===== config.mk =====
export PLATFORM = sky130hd
export DESIGN_NAME = edge_bounding_box_tracker_top
export DESIGN_NICKNAME = d
export VERILOG_FILES = /design/src/hw/rtl/ebt_pkg.sv /design/src/hw/rtl/ebt_win.sv /design/src/hw/rtl/ebt_trk.sv /design/src/hw/rtl/edge_bounding_box_tracker_top.sv
export SDC_FILE = /design/constraint.sdc
export NUM_CORES = 1
export LEC_CHECK = 0
export BUFFER_PORTS_ARGS = -buffer_cell sky130_fd_sc_hd__buf_2
export CAP_MARGIN = 10
export CELL_PAD_IN_SITES_DETAIL_PLACEMENT = 0
export CELL_PAD_IN_SITES_GLOBAL_PLACEMENT = 2
export CORE_MARGIN = 1.5
export CORE_UTILIZATION = 36
export CTS_BUF_LIST = sky130_fd_sc_hd__clkbuf_8
export DETAILED_ROUTE_END_ITERATION = 7
export GPL_ROUTABILITY_DRIVEN = 0
export PLACE_DENSITY_LB_ADDON = 0.1
export SLEW_MARGIN = 20
export SYNTH_ARGS = -nofsm -noshare
export SYNTH_HDL_FRONTEND = slang
export SYNTH_SLANG_ARGS = --single-unit

===== constraint.sdc =====
create_clock -name aclk -period 8.9 [get_ports aclk]
set_input_delay 1.335 -clock aclk [delete_from_list [all_inputs] [get_ports aclk]]
set_output_delay 1.335 -clock aclk [all_outputs]
set_load 0.02 [all_outputs]

===== src/hw/rtl/ebt_pkg.sv =====
`timescale 1ns / 1ps

package ebt_pkg;

    // Coordinate width of the raster counters and box limits
    localparam int COORD_BITS = 12;
    localparam int SUM_BITS   = COORD_BITS + 1;
    localparam int WS_BITS    = 8;
    localparam int CFG_BITS   = (COORD_BITS > WS_BITS) ? COORD_BITS : WS_BITS;
    localparam int CMP_BITS   = ((SUM_BITS > WS_BITS) ? SUM_BITS : WS_BITS) + 1;

    // Stream widths
    localparam int IN_TDATA_BITS  = 8;
    localparam int OUT_BITS       = 4 * COORD_BITS + 3;
    localparam int OUT_TDATA_BITS = ((OUT_BITS + 7) / 8) * 8;

    // Register indexes of the configuration port
    localparam logic [1:0] CFG_FRAME_COLUMNS = 2'd0;
    localparam logic [1:0] CFG_FRAME_ROWS    = 2'd1;
    localparam logic [1:0] CFG_WINDOW_SIZE   = 2'd2;

    typedef logic [COORD_BITS-1:0] coord_t;
    typedef logic [SUM_BITS-1:0]   sum_t;
    typedef logic [WS_BITS-1:0]    wsize_t;

    localparam coord_t RST_FRAME_COLUMNS = COORD_BITS'(640);
    localparam coord_t RST_FRAME_ROWS    = COORD_BITS'(480);
    localparam wsize_t RST_WINDOW_SIZE   = WS_BITS'(30);

    // Search window: start inclusive, end exclusive (last line dropped by the compare)
    typedef struct packed {
        coord_t x_start;
        coord_t y_start;
        coord_t x_end;
        coord_t y_end;
    } win_t;

    localparam win_t RST_WIN = '{
        x_start: '0,
        y_start: '0,
        x_end:   RST_FRAME_COLUMNS,
        y_end:   RST_FRAME_ROWS
    };

    typedef struct packed {
        coord_t least_x;
        coord_t greatest_x;
        coord_t least_y;
        coord_t greatest_y;
        logic   seen;
    } box_t;

    localparam box_t BOX_CLEAR = '{
        least_x:    '1,
        greatest_x: '0,
        least_y:    '1,
        greatest_y: '0,
        seen:       1'b0
    };

    // Outcome of the previous frame, used to place the next window
    typedef struct packed {
        coord_t height;
        sum_t   sum_x;
        sum_t   sum_y;
    } hist_t;

    // Result item, last field in the lowest bits
    typedef struct packed {
        logic   box_found;
        sum_t   center_y_doubled;
        sum_t   center_x_doubled;
        coord_t box_height;
        coord_t box_width;
    } result_t;

endpackage


===== src/hw/rtl/ebt_win.sv =====
`timescale 1ns / 1ps

module ebt_win (
    input  ebt_pkg::hist_t  hist,
    input  ebt_pkg::coord_t frame_columns,
    input  ebt_pkg::coord_t frame_rows,
    input  ebt_pkg::wsize_t window_size,
    output ebt_pkg::win_t   win
);
    import ebt_pkg::*;

    function automatic coord_t win_start(sum_t s, wsize_t span);
        logic [CMP_BITS-1:0] se;
        logic [CMP_BITS-1:0] sp;
        logic [CMP_BITS-1:0] d;
        se = CMP_BITS'(s);
        sp = CMP_BITS'(span);
        d  = se - sp + CMP_BITS'(1);
        return (se < sp) ? '0 : COORD_BITS'(d >> 1);
    endfunction

    function automatic coord_t win_end(sum_t s, wsize_t span, coord_t limit);
        logic [CMP_BITS-1:0] e;
        e = (CMP_BITS'(s) + CMP_BITS'(span) + CMP_BITS'(1)) >> 1;
        return (e < CMP_BITS'(limit)) ? COORD_BITS'(e) : limit;
    endfunction

    wsize_t span;
    logic   windowed;

    assign span = {window_size[WS_BITS-1:1], 1'b0};

    // Track only while the last box had non-zero height and was shorter than size-2
    assign windowed = (hist.height != '0) &&
                      (CMP_BITS'(hist.height) + CMP_BITS'(2) < CMP_BITS'(window_size));

    always_comb begin
        if (windowed) begin
            win.x_start = win_start(hist.sum_x, span);
            win.y_start = win_start(hist.sum_y, span);
            win.x_end   = win_end(hist.sum_x, span, frame_columns);
            win.y_end   = win_end(hist.sum_y, span, frame_rows);
        end else begin
            win.x_start = '0;
            win.y_start = '0;
            win.x_end   = frame_columns;
            win.y_end   = frame_rows;
        end
    end

endmodule


===== src/hw/rtl/ebt_trk.sv =====
`timescale 1ns / 1ps

module ebt_trk (
    input  logic             aclk,
    input  logic             aresetn,
    input  logic             advance,
    input  logic             edge_pixel,
    input  logic             start_of_frame,
    input  ebt_pkg::coord_t  frame_columns,
    input  ebt_pkg::coord_t  frame_rows,
    input  ebt_pkg::win_t    fresh_win,
    output logic             frame_end,
    output ebt_pkg::result_t result,
    output ebt_pkg::hist_t   hist
);
    import ebt_pkg::*;

    coord_t col_reg, col_next;
    coord_t row_reg, row_next;
    box_t   box_reg, box_next;
    win_t   win_reg;
    hist_t  hist_reg;

    coord_t x, y;
    box_t   box_cur, box_upd;
    win_t   win;
    logic   first_pixel, in_window, row_end;
    sum_t   x_inc, y_inc;

    assign x           = start_of_frame ? '0 : col_reg;
    assign y           = start_of_frame ? '0 : row_reg;
    assign box_cur     = start_of_frame ? BOX_CLEAR : box_reg;
    assign first_pixel = (x == '0) && (y == '0);
    assign win         = first_pixel ? fresh_win : win_reg;
    assign x_inc       = SUM_BITS'(x) + SUM_BITS'(1);
    assign y_inc       = SUM_BITS'(y) + SUM_BITS'(1);

    assign in_window = edge_pixel &&
                       (x >= win.x_start) && (x_inc < SUM_BITS'(win.x_end)) &&
                       (y >= win.y_start) && (y_inc < SUM_BITS'(win.y_end));

    always_comb begin
        box_upd = box_cur;
        if (in_window) begin
            if (x < box_cur.least_x)    box_upd.least_x    = x;
            if (x > box_cur.greatest_x) box_upd.greatest_x = x;
            if (y < box_cur.least_y)    box_upd.least_y    = y;
            if (y > box_cur.greatest_y) box_upd.greatest_y = y;
            box_upd.seen = 1'b1;
        end
    end

    assign row_end   = x_inc >= SUM_BITS'(frame_columns);
    assign frame_end = row_end && (y_inc >= SUM_BITS'(frame_rows));

    always_comb begin
        result = '0;
        if (box_upd.seen) begin
            result.box_width        = box_upd.greatest_x - box_upd.least_x;
            result.box_height       = box_upd.greatest_y - box_upd.least_y;
            result.center_x_doubled = SUM_BITS'(box_upd.least_x) + SUM_BITS'(box_upd.greatest_x);
            result.center_y_doubled = SUM_BITS'(box_upd.least_y) + SUM_BITS'(box_upd.greatest_y);
            result.box_found        = 1'b1;
        end
    end

    always_comb begin
        col_next = x + COORD_BITS'(1);
        row_next = y;
        box_next = box_upd;
        if (row_end) begin
            col_next = '0;
            row_next = frame_end ? '0 : COORD_BITS'(y_inc);
        end
        if (frame_end) begin
            box_next = BOX_CLEAR;
        end
    end

    always_ff @(posedge aclk) begin
        if (!aresetn) begin
            col_reg  <= '0;
            row_reg  <= '0;
            box_reg  <= BOX_CLEAR;
            win_reg  <= RST_WIN;
            hist_reg <= '0;
        end else if (advance) begin
            col_reg <= col_next;
            row_reg <= row_next;
            box_reg <= box_next;
            if (first_pixel) begin
                win_reg <= win;
            end
            if (frame_end) begin
                hist_reg.height <= result.box_height;
                hist_reg.sum_x  <= result.center_x_doubled;
                hist_reg.sum_y  <= result.center_y_doubled;
            end
        end
    end

    assign hist = hist_reg;

endmodule


===== src/hw/rtl/edge_bounding_box_tracker_top.sv =====
`timescale 1ns / 1ps

// Channel   | Direction | tdata (low bit up)                         | tuser
// ----------+-----------+--------------------------------------------+----------------
// s_        | in        | edge_pixel, zero pad to 8 bits             | start_of_frame
// m_        | out       | box_width, box_height, center_x_doubled,   | none
//           |           | center_y_doubled, box_found, zero pad      |
// cfg_      | in        | index 0 frame_columns, 1 frame_rows, 2 window_size
//
// One pixel per clock sustained while no frame-end pixel is stalled: a pixel is
// held in the input register, then the tracker updates counters, window and box
// and, on the last pixel of a frame, loads the result register.
// Only a frame-end pixel waits on a full result register; other pixels flow on.
// Synchronous active-low reset clears counters, box, history and both valids.
module edge_bounding_box_tracker_top (
    input  logic                                 aclk,
    input  logic                                 aresetn,
    // Pixel stream
    input  logic                                 s_tvalid,
    output logic                                 s_tready,
    input  logic [ebt_pkg::IN_TDATA_BITS-1:0]    s_tdata,  // edge_pixel, pad
    input  logic                                 s_tuser,  // start_of_frame
    // Box results
    output logic                                 m_tvalid,
    input  logic                                 m_tready,
    output logic [ebt_pkg::OUT_TDATA_BITS-1:0]   m_tdata,  // width, height, cx2, cy2,
                                                           // found, pad
    // Configuration writes
    input  logic                                 cfg_we,
    input  logic [1:0]                           cfg_addr,
    input  logic [ebt_pkg::CFG_BITS-1:0]         cfg_wdata
);
    import ebt_pkg::*;

    // Configuration registers
    coord_t frame_columns_reg;
    coord_t frame_rows_reg;
    wsize_t window_size_reg;

    // Input register
    logic in_vld_reg, in_vld_next;
    logic in_edge_reg;
    logic in_sof_reg;

    // Result register
    logic    out_vld_reg, out_vld_next;
    result_t out_data_reg;

    // Tracker interface
    logic    advance;
    logic    frame_end;
    result_t result;
    hist_t   hist;
    win_t    fresh_win;
    logic    out_free;

    always_ff @(posedge aclk) begin
        if (!aresetn) begin
            frame_columns_reg <= RST_FRAME_COLUMNS;
            frame_rows_reg    <= RST_FRAME_ROWS;
            window_size_reg   <= RST_WINDOW_SIZE;
        end else if (cfg_we) begin
            unique case (cfg_addr)
                CFG_FRAME_COLUMNS: frame_columns_reg <= COORD_BITS'(cfg_wdata);
                CFG_FRAME_ROWS:    frame_rows_reg    <= COORD_BITS'(cfg_wdata);
                CFG_WINDOW_SIZE:   window_size_reg   <= WS_BITS'(cfg_wdata);
                default: ;  // drop writes to unused indexes
            endcase
        end
    end

    // Advance a pixel unless it closes a frame and the result slot is blocked
    assign out_free = !out_vld_reg || m_tready;
    assign advance  = in_vld_reg && (!frame_end || out_free);
    assign s_tready = !in_vld_reg || advance;

    always_comb begin
        in_vld_next = in_vld_reg;
        if (s_tvalid && s_tready) begin
            in_vld_next = 1'b1;
        end else if (advance) begin
            in_vld_next = 1'b0;
        end
    end

    always_comb begin
        out_vld_next = out_vld_reg;
        if (advance && frame_end) begin
            out_vld_next = 1'b1;
        end else if (m_tready) begin
            out_vld_next = 1'b0;
        end
    end

    always_ff @(posedge aclk) begin
        if (!aresetn) begin
            in_vld_reg  <= 1'b0;
            out_vld_reg <= 1'b0;
        end else begin
            in_vld_reg  <= in_vld_next;
            out_vld_reg <= out_vld_next;
        end
    end

    // Payload: hold while stalled, load on each accepted transaction
    always_ff @(posedge aclk) begin
        if (s_tvalid && s_tready) begin
            in_edge_reg <= s_tdata[0];
            in_sof_reg  <= s_tuser;
        end
        if (advance && frame_end) begin
            out_data_reg <= result;
        end
    end

    // Window for the next frame, from the last frame's box and the registers
    ebt_win u_win (
        .hist          (hist),
        .frame_columns (frame_columns_reg),
        .frame_rows    (frame_rows_reg),
        .window_size   (window_size_reg),
        .win           (fresh_win)
    );

    ebt_trk u_trk (
        .aclk           (aclk),
        .aresetn        (aresetn),
        .advance        (advance),
        .edge_pixel     (in_edge_reg),
        .start_of_frame (in_sof_reg),
        .frame_columns  (frame_columns_reg),
        .frame_rows     (frame_rows_reg),
        .fresh_win      (fresh_win),
        .frame_end      (frame_end),
        .result         (result),
        .hist           (hist)
    );

    assign m_tvalid = out_vld_reg;
    assign m_tdata  = {{(OUT_TDATA_BITS - OUT_BITS){1'b0}}, out_data_reg};

endmodule


==> Word-level counts from Yosys, hierarchy flattened <==
Cells that the tools add are included.
{ "op_classes": {"addsub": 16, "magnitude_cmp": 15, "n_eq_ne": 2, "n_mux": 23, "reduce_logical": 27} }
{ "op_table": {"columns": ["cell", "n"], "rows": [
  ["2-to-1 mux 12 bit", 13],
  ["2-to-1 mux 49 bit", 3],
  ["2-to-1 mux 48 bit", 2],
  ["< comparator 13 x 12 -> 1 bit", 4],
  ["2-to-1 mux 51 bit", 1],
  ["adder 13 x 8 -> 14 bit", 2],
  ["adder 14 x 1 -> 14 bit, second input constant", 2],
  ["adder 12 x 1 -> 13 bit, second input constant", 2],
  ["adder 12 x 12 -> 13 bit", 2],
  ["adder 13 x 1 -> 13 bit, second input constant", 2],
  [">= comparator 13 x 12 -> 1 bit", 2],
  ["< comparator 13 x 8 -> 1 bit", 2],
  ["subtractor 13 x 8 -> 13 bit", 2],
  [">= comparator 12 bit", 2],
  ["greater-than comparator 12 bit", 2],
  ["logical NOT 12 bit", 2],
  ["< comparator 12 bit", 2],
  ["subtractor 12 bit", 2],
  ["< comparator 14 x 8 -> 1 bit", 1],
  ["adder 12 x 2 -> 13 bit, second input constant", 1],
  ["adder 12 x 1 -> 12 bit, second input constant", 1],
  ["nonzero test 12 bit", 1],
  ["logical AND 1 bit", 10],
  ["AND reduction 2 bit", 5],
  ["7 further kinds", 15]
]} }
{ "word_totals": {"regBits": 246, "inputBits": 28, "word_cells": 109} }

==> Logic depth before layout (Yosys ltp) <==
Gate-level depths: netlist (run 1).
{ "depth": {"ltp_word": 14, "ltp_mapped": 47, "ltp_nobuf": 45} }

==> Cells and area by module <==
A second synthesis (run 1) with hierarchy kept.
{ "hier_totals": {"cells_unflattened": 2245, "hier_area_um2": 19160.9} }
{ "by_module_without_submodules": {"columns": ["module", "instances", "cells_each", "area_per_inst_um2", "seq_area_each_um2"], "rows": [
  ["ebt_trk", 1, 1559, 12349.3, 3163.0],
  ["ebt_win", 1, 483, 3766.1, 0.0],
  ["edge_bounding_box_tracker_top", 1, 203, 3045.4, 2272.2]
]} }

==> Worst setup path before layout (run 1) <==
Ideal clock, no wire load.
{ "synth_timing": {"kind": "reg-to-reg", "from": "reg window_size_reg[1]", "to": "reg u_trk.hist_reg (netlist bit u_trk.hist[24])", "t_arrival_ps": 8353, "required_time_ps": 8824, "setup_slack_ps": 471, "path_stages_with_launch": 46, "path_buffers": 3, "period_less_slack_ps": 8429, "cell_sequence": "dfxtp_1 > inv_1 > fa_1 > o21bai_1 > a21oi_1 > o21bai_1 > a21oi_1 > o21ai_0 > a21oi_1 > nor2b_1 > nand2_1 > xnor2_1 > ha_1 > nand3_1 > a2111o_1 > o211ai_1 > or3_1 > clkbuf_1 > [10 not listed] > or2_4 > buf_6 > a211o_1 > buf_4 > mux2i_1 > ha_1 > a21o_1 > a21oi_1 > o21bai_1 > a21oi_1 > o21bai_1 > a21oi_1 > o21bai_1 > a21oi_1 > o21ai_0 > mux2i_1 > nand2_1 > a21boi_0"} }
{ "synth_rtl": {"columns": ["element", "line", "text"], "rows": [
  ["start: declaration", "edge_bounding_box_tracker_top.sv:38", "wsize_t window_size_reg;"],
  ["start signal: assignment", "edge_bounding_box_tracker_top.sv:66", "CFG_WINDOW_SIZE: window_size_reg <= WS_BITS'(cfg_wdata);"],
  ["end: declaration", "ebt_trk.sv:22", "hist_t hist_reg;"]
]} }

==> results of run 1 <==
per-stage QoR:
stage	worst slack, ns	total power [mW]	util
final	0.2706	3.147	0.4467
after global routing	-0.1209	3.292	0.4467
after CTS	0.003915	3.162	0.4344
after detailed placement	-0.2729	1.883	0.4121
after global placement	-0.1908	1.880	0.4121
after floorplan	0.4711	1.588	-
routing by layer:
layer | part of all wire | track usage | up-vias
met2 | 0.45 | 0.3932 | 336
met4 | 0.034 | 0.09028 | 0
li1 | - | - | 8261
met3 | 0.040 | 0.02927 | 110
met1 | 0.48 | 0.3405 | 8053
met5 | 0 | 0 | -
synth_stat cells (all sizes together), types with 6 or more instances:
cell	number
a22oi	32
nand2b	18
o21ai	67
o21a	11
nand3	46
nand4	18
xnor2	90
a211oi	10
xor2	18
nand2	317
o31ai	8
o211ai	46
nor4	10
edfxtp	52
buf	25
a21boi	90
nor3	22
a21o	31
a21oi	150
a31oi	8
and2	17
mux2i	43
inv	148
fa	14
ha	260
mux2	19
and3	14
nor2b	59
clkbuf	81
nor3b	6
nor2	163
o21bai	39
o22ai	8
dfxtp	192
worst max-delay path: cells and delay by family (launching register included):
family,cells,cell delay (ns)
xor+xnor,2,0.30
compound gates,14,2.53
buf+inv,4,0.56
fa+ha+maj,5,1.48
simple gates,15,2.98
mux,2,0.37
flops,1,0.33
final cells by class:
type | count | area [um2] | area share
Sequential cell | 244 | 5414 | 0.2372
Inverter | 149 | 561.8 | 0.02461
Timing Repair Buffer | 310 | 2217 | 0.09714
Clock inverter | 36 | 294.0 | 0.01288
Clock buffer | 53 | 729.5 | 0.03196
Tap cell | 680 | 850.8 | 0.03728
Multi-Input combinational cell | 1718 | 12760 | 0.5589
worst paths after layout:
check	from	to	slack, ns	cells past startpoint
setup reg to reg	window_size_reg[1]	u_trk.hist[34]	0.27	42
hold / removal	u_trk.hist[36]	u_trk.hist[36]	0.46	2
hold reg to reg	u_trk.hist[36]	u_trk.hist[36]	0.46	2
setup / recovery	window_size_reg[1]	u_trk.hist[34]	0.27	42
power by group:
part / switching [mW] / leakage [nW] / internal (mW)
registers: 0.0170 / 2.03 / 1.16
logic: 0.430 / 7.43 / 0.282
clock network: 0.563 / 0.569 / 0.695
total: 1.01 / 10.0 / 2.14
logic make-up after synthesis:
kind of cell             after synthesis  synth area share
AO/OA/AOI/OAI                        552            0.2018
XOR/XNOR                             108           0.05100
adder cells (fa/ha/maj)              274            0.1905
buffers and inverters                255           0.05437
flip-flops                           244            0.2914
multiplexers                          62           0.03474
other                                  1         0.0002022
AND/OR/NAND/NOR                      717            0.1760
what timing repair did:
item,in CTS,in global routing
setup endpoints to repair,26,51
pin swaps,16,55
buffers inserted,4,15
gates resized for setup,21,130
gates cloned,0,1
==> results.toml, run 1 <==
[timing]
fin_tns_setup_ns = 0
fin_crit_ns = 8.629
fin_hold_ws_ns = 0.4567
final-max-slew-violation-count = 0
finalHoldViolCount = 0
skew_ns = 0.01533
fmax_ghz = 0.1159
fin_crit_sh = 0.9696
rsz0062_at_grt = "yes"
finalSetupViolCount = 0
maxSlewHeadroom = 0.3771
tightest_slew_ns = 0.9344

[grt]
grt_pass1_wl_mm = 99.35
antenna_found_initial = 0
grt_util_all_layers = 0.2463
grt_max_degree = 87
grt_overflow_total = 0
grt_pass1_vias = 16450

[setup_path]
critical_path_arrival_ns = 9.21
path_class = "reg2reg"
slowest_stage = "or4b_1"
cp_common_cell = "nor2_1"
critPathMaxStageDelay_ns = 0.47
crit_path_end_kind = "flop"
critical_path_required_ns = 9.48
crit_path_start_kind = "flop"
critPathMaxFanout = 5

[layout]
fillCellCount = 5200
num_antenna_cells = 0
final_nets = 2773
instances_no_fill = 3190
drive_gt1_frac = 0.2207
final_common_cell = "nand2_1"
syn2layout_area_growth_pct = 23.06
largest_reg_flops = 50
fin_area_um2 = 22820
layout_common_cells = "314 x nand2_1, 252 x ha_1, 230 x buf_4"

[place]
io_buffers = 73
post_dp_cell_area_um2 = 21060
dpl.hpwl_mm = 50.44
dp_cells = 3081

[die]
fp-row-count = 83
design.core.area_um2 = 51090
die_h_um = 230.0
die_w_um = 230.0
ioPinCount = 86
dieArea_um2 = 52890
start_util = 0.3630

[logic_synthesis]
yosys.area.top_type_share = 0.2072
yosysWarnings = 0
synth_edf_count = 52
synth_area_leaders = "dfxtp_1 21%, ha_1 18%, edfxtp_1 8.4%, nand2_1 6.4%, xnor2_1 4.2%"
ys.flop_type = "dfxtp_1"
syn_inst = 2213
synthArstFlopShare = 0
ys_types = 87
synth_area_um2 = 18550
yosys.area.top_type = "dfxtp_1"
synth_seq_cells = 244
syn_avg_cell_area_um2 = 8.381
yosysSeqAreaShare = 0.2914

[detailed_routing]
ant_nets = 0
wl_per_cell_um = 20.67
drt_iter0_markers = 951
vias = 16760
drt-vias-per-instance = 5.254
drt_first_pass_iters = 5
drcViolationCount = 0
routed_wl_mm = 65.92

[flow_run]
cap_violations = 0

[clock_tree]
path_clk_slew_ns = 0.06
cts_hold_buf = 0
clockBufferDepth = 3
cts.sinks = 244
h-tree-depth = 2
clk_latency_ns = 0.65
cts-root-buf = "clkbuf_8"
cts_tree = "yes"
numCtsBuffers = 48

[power_and_ir_drop]
ir_drop_uv = 129.0
cellLeakagePower_nw = 10.02
cellPowerDensity_nw_per_um2 = 137.9

[outcome]
run_status = "complete, no violations"

[worst_hold_path]
hp-class = "reg2reg"
Power figures use the tool's default switching activity.
==> inputs of run 2 (changes only) <==
- ABC_AREA: not set -> 1
- CORE_UTILIZATION: 36 -> 33
- SYNTH_HIERARCHICAL: not set -> 1
==> run 2 against run 1 <==
Global-route usage decreased by 1.1 points. Combinational power decreased by 12%. Final cell count increased by 31%. Hold slack improved by 0.0095 ns. Sequential cell count increased by 1. Sequential share of layout area decreased by 1.2 points. Die area increased by 23%. Largest power group unchanged.
==> results.toml, run 2 <==
[timing]
fin_tns_setup_ns = 0
rsz0062_at_grt = "no"
fin_crit_ns = 7.967
fmax_ghz = 0.1255
finalHoldViolCount = 0
fin_crit_sh = 0.8952
finalSetupViolCount = 0
tightest_slew_ns = 1.122
final-max-slew-violation-count = 0
maxSlewHeadroom = 0.2505
skew_ns = 0.06809

[die]
design.core.area_um2 = 62970
die_w_um = 255.3
start_util = 0.3336
fp-row-count = 92
dieArea_um2 = 65170
ioPinCount = 86
die_h_um = 255.3

[clock_tree]
h-tree-depth = 2
cts_tree = "yes"
cts_hold_buf = 0
numCtsBuffers = 51
path_clk_slew_ns = 0.06
clk_latency_ns = 0.70
cts-root-buf = "clkbuf_8"
post_cts_buffers = 0
cts.sinks = 245
cts_resized = 0
clockBufferDepth = 3

[detailed_routing]
drt-vias-per-instance = 4.890
vias = 20430
drt_first_pass_iters = 5
drt_iter0_markers = 1301
wl_per_cell_um = 18.46
ant_nets = 0
drcViolationCount = 0
routed_wl_mm = 77.11

[layout]
final_common_cell = "nand2_1"
fin_area_um2 = 24080
drive_gt1_frac = 0.1060
syn2layout_area_growth_pct = 14.65
register_area_um2 = 5435
fillCellCount = 6766
largest_reg_flops = 51
final_nets = 3595
multiInputGateArea_um2 = 13240
layout_common_cells = "840 x nand2_1, 454 x inv_1, 265 x nor2_1"

[logic_synthesis]
syn_avg_cell_area_um2 = 6.687
synth_edf_count = 53
syn_inst = 3141
yosysWarnings = 6
synthTopCellsByCount = "840 x nand2_1, 446 x inv_1, 266 x nor2_1, 261 x ha_1, 243 x a21oi_1"
synth.most_common_cell = "nand2_1"
yosys.area.top_type = "dfxtp_1"
synth_area_leaders = "dfxtp_1 18%, ha_1 16%, nand2_1 15%, inv_1 8.0%, edfxtp_1 7.6%"
ys_types = 53
yosys.area.top_type_share = 0.1830
yosysSeqAreaShare = 0.2588
synth_seq_cells = 245
ys.flop_type = "dfxtp_1"
synthArstFlopShare = 0
synth_area_um2 = 21000

[grt]
grt_overflow_total = 0
grt_max_degree = 91
grt_pass1_wl_mm = 116.0
antenna_found_initial = 3
grt_pass1_vias = 19510
grt_util_all_layers = 0.2356

[setup_path]
crit_path_start_kind = "flop"
critical_path_arrival_ns = 8.54
slowest_stage = "o31ai_1"
r2r-end = "u_trk/hist[25]"
crit_path_end_kind = "flop"
rr_worst_depth = 49
startpoint = "window_size_reg[5]"
critPathMaxFanout = 11
path_class = "reg2reg"
critPathMaxStageDelay_ns = 0.48
critical_path_required_ns = 9.47
rrSetupSlack_ns = 0.93
cp_common_cell = "nand2_1"
crit-reg2reg-launch = "window_size_reg[5]"

[place]
dpl.hpwl_mm = 59.55
post_dp_cell_area_um2 = 22970
io_buffers = 73

[power_and_ir_drop]
ir_drop_uv = 88.29
cellLeakagePower_nw = 12.64
cellPowerDensity_nw_per_um2 = 131.5

[worst_hold_path]
holdPathEnd = "u_trk/col_reg[0]"
hp-class = "reg2reg"
whs_path_depth = 2
hp-start = "u_trk/col_reg[0]"

[flow_run]
cap_violations = 0

[outcome]
run_status = "complete, no violations"
[run 2: cell count changes in the layout (fill, tap and decap cells not counted), sizes merged, moves of 90 or more]
| cell | previous run | this run |
|---|---|---|
| nand3 | 46 | 184 |
| buf | 309 | 219 |
| inv | 163 | 470 |
| a21oi | 150 | 245 |
| nor2 | 163 | 284 |
| o21ai | 67 | 183 |
| nand2 | 317 | 845 |
[run 2: how the worst max path moves through the flow]
stage / end / slack [ns] / depth (start not counted)
detailed placement: m_tdata[11] / 1.05 / 48
floorplan: m_tdata[21] / 2.62 / 44
global placement: u_trk/hist[25] / 0.95 / 49
finish: u_trk/hist[25] / 0.93 / 49
global route: m_tdata[11] / 0.19 / 48
CTS: u_trk/hist[25] / 0.99 / 49
[run 2: through the flow]
step	utilization	cells	total power, mW	setup WS [ns]	hold slack, ns
after detailed placement	0.3648	4085	1.848	1.048	0.4560
after global placement	0.3648	4085	1.843	0.9530	0.4516
after CTS	0.3824	4176	3.214	0.9856	0.4646
final	0.3825	4178	3.166	0.9327	0.4661
after global routing	0.3824	4177	3.334	0.1931	0.4809
after floorplan	-	3145	1.583	2.621	0.4424
[run 2: kinds of logic after synthesis]
family / after synthesis / share of synthesized area
compound gates: 486 / 0.1230
xor+xnor: 62 / 0.02585
fa+ha+maj: 275 / 0.1688
buf+inv: 584 / 0.1120
flops: 245 / 0.2588
mux: 44 / 0.02097
other cells: 1 / 0.0001785
simple gates: 1444 / 0.2904
[run 2: routing by layer]
| layer | GRT usage | vias to the layer above | routed length, um |
|---|---|---|---|
| li1 | - | 10480 | - |
| met1 | 0.3151 | 9376 | 36310 |
| met2 | 0.3900 | 455 | 35130 |
| met3 | 0.03427 | 118 | 3505 |
| met4 | 0.07219 | 0 | 2154 |
| met5 | 0 | - | 0 |
[run 2: layout make-up]
cell class / count / area share
clock inverter: 32 / 0.01226
clock buffer: 59 / 0.03372
sequential: 245 / 0.2257
timing repair buffer: 219 / 0.06235
antenna: 2 / 0.0002078
tap: 846 / 0.04396
multi-input combinational: 2316 / 0.5500
inverter: 459 / 0.07186
[run 2: power breakdown]
| part | total, mW | internal, mW | leakage (nW) | switching, mW |
|---|---|---|---|---|
| clock | 1.34 | 0.753 | 0.615 | 0.586 |
| combinational | 0.624 | 0.215 | 9.97 | 0.409 |
| sequential | 1.20 | 1.18 | 2.05 | 0.0262 |
[run 2: critical path, delay by kind of cell, from the launching register on]
kind / cells / cell delay (ns)
compound gates: 9 / 1.85
simple gates: 23 / 2.37
flops: 1 / 0.31
fa+ha+maj: 4 / 1.38
mux: 1 / 0.08
buf+inv: 11 / 1.46
xor+xnor: 1 / 0.38
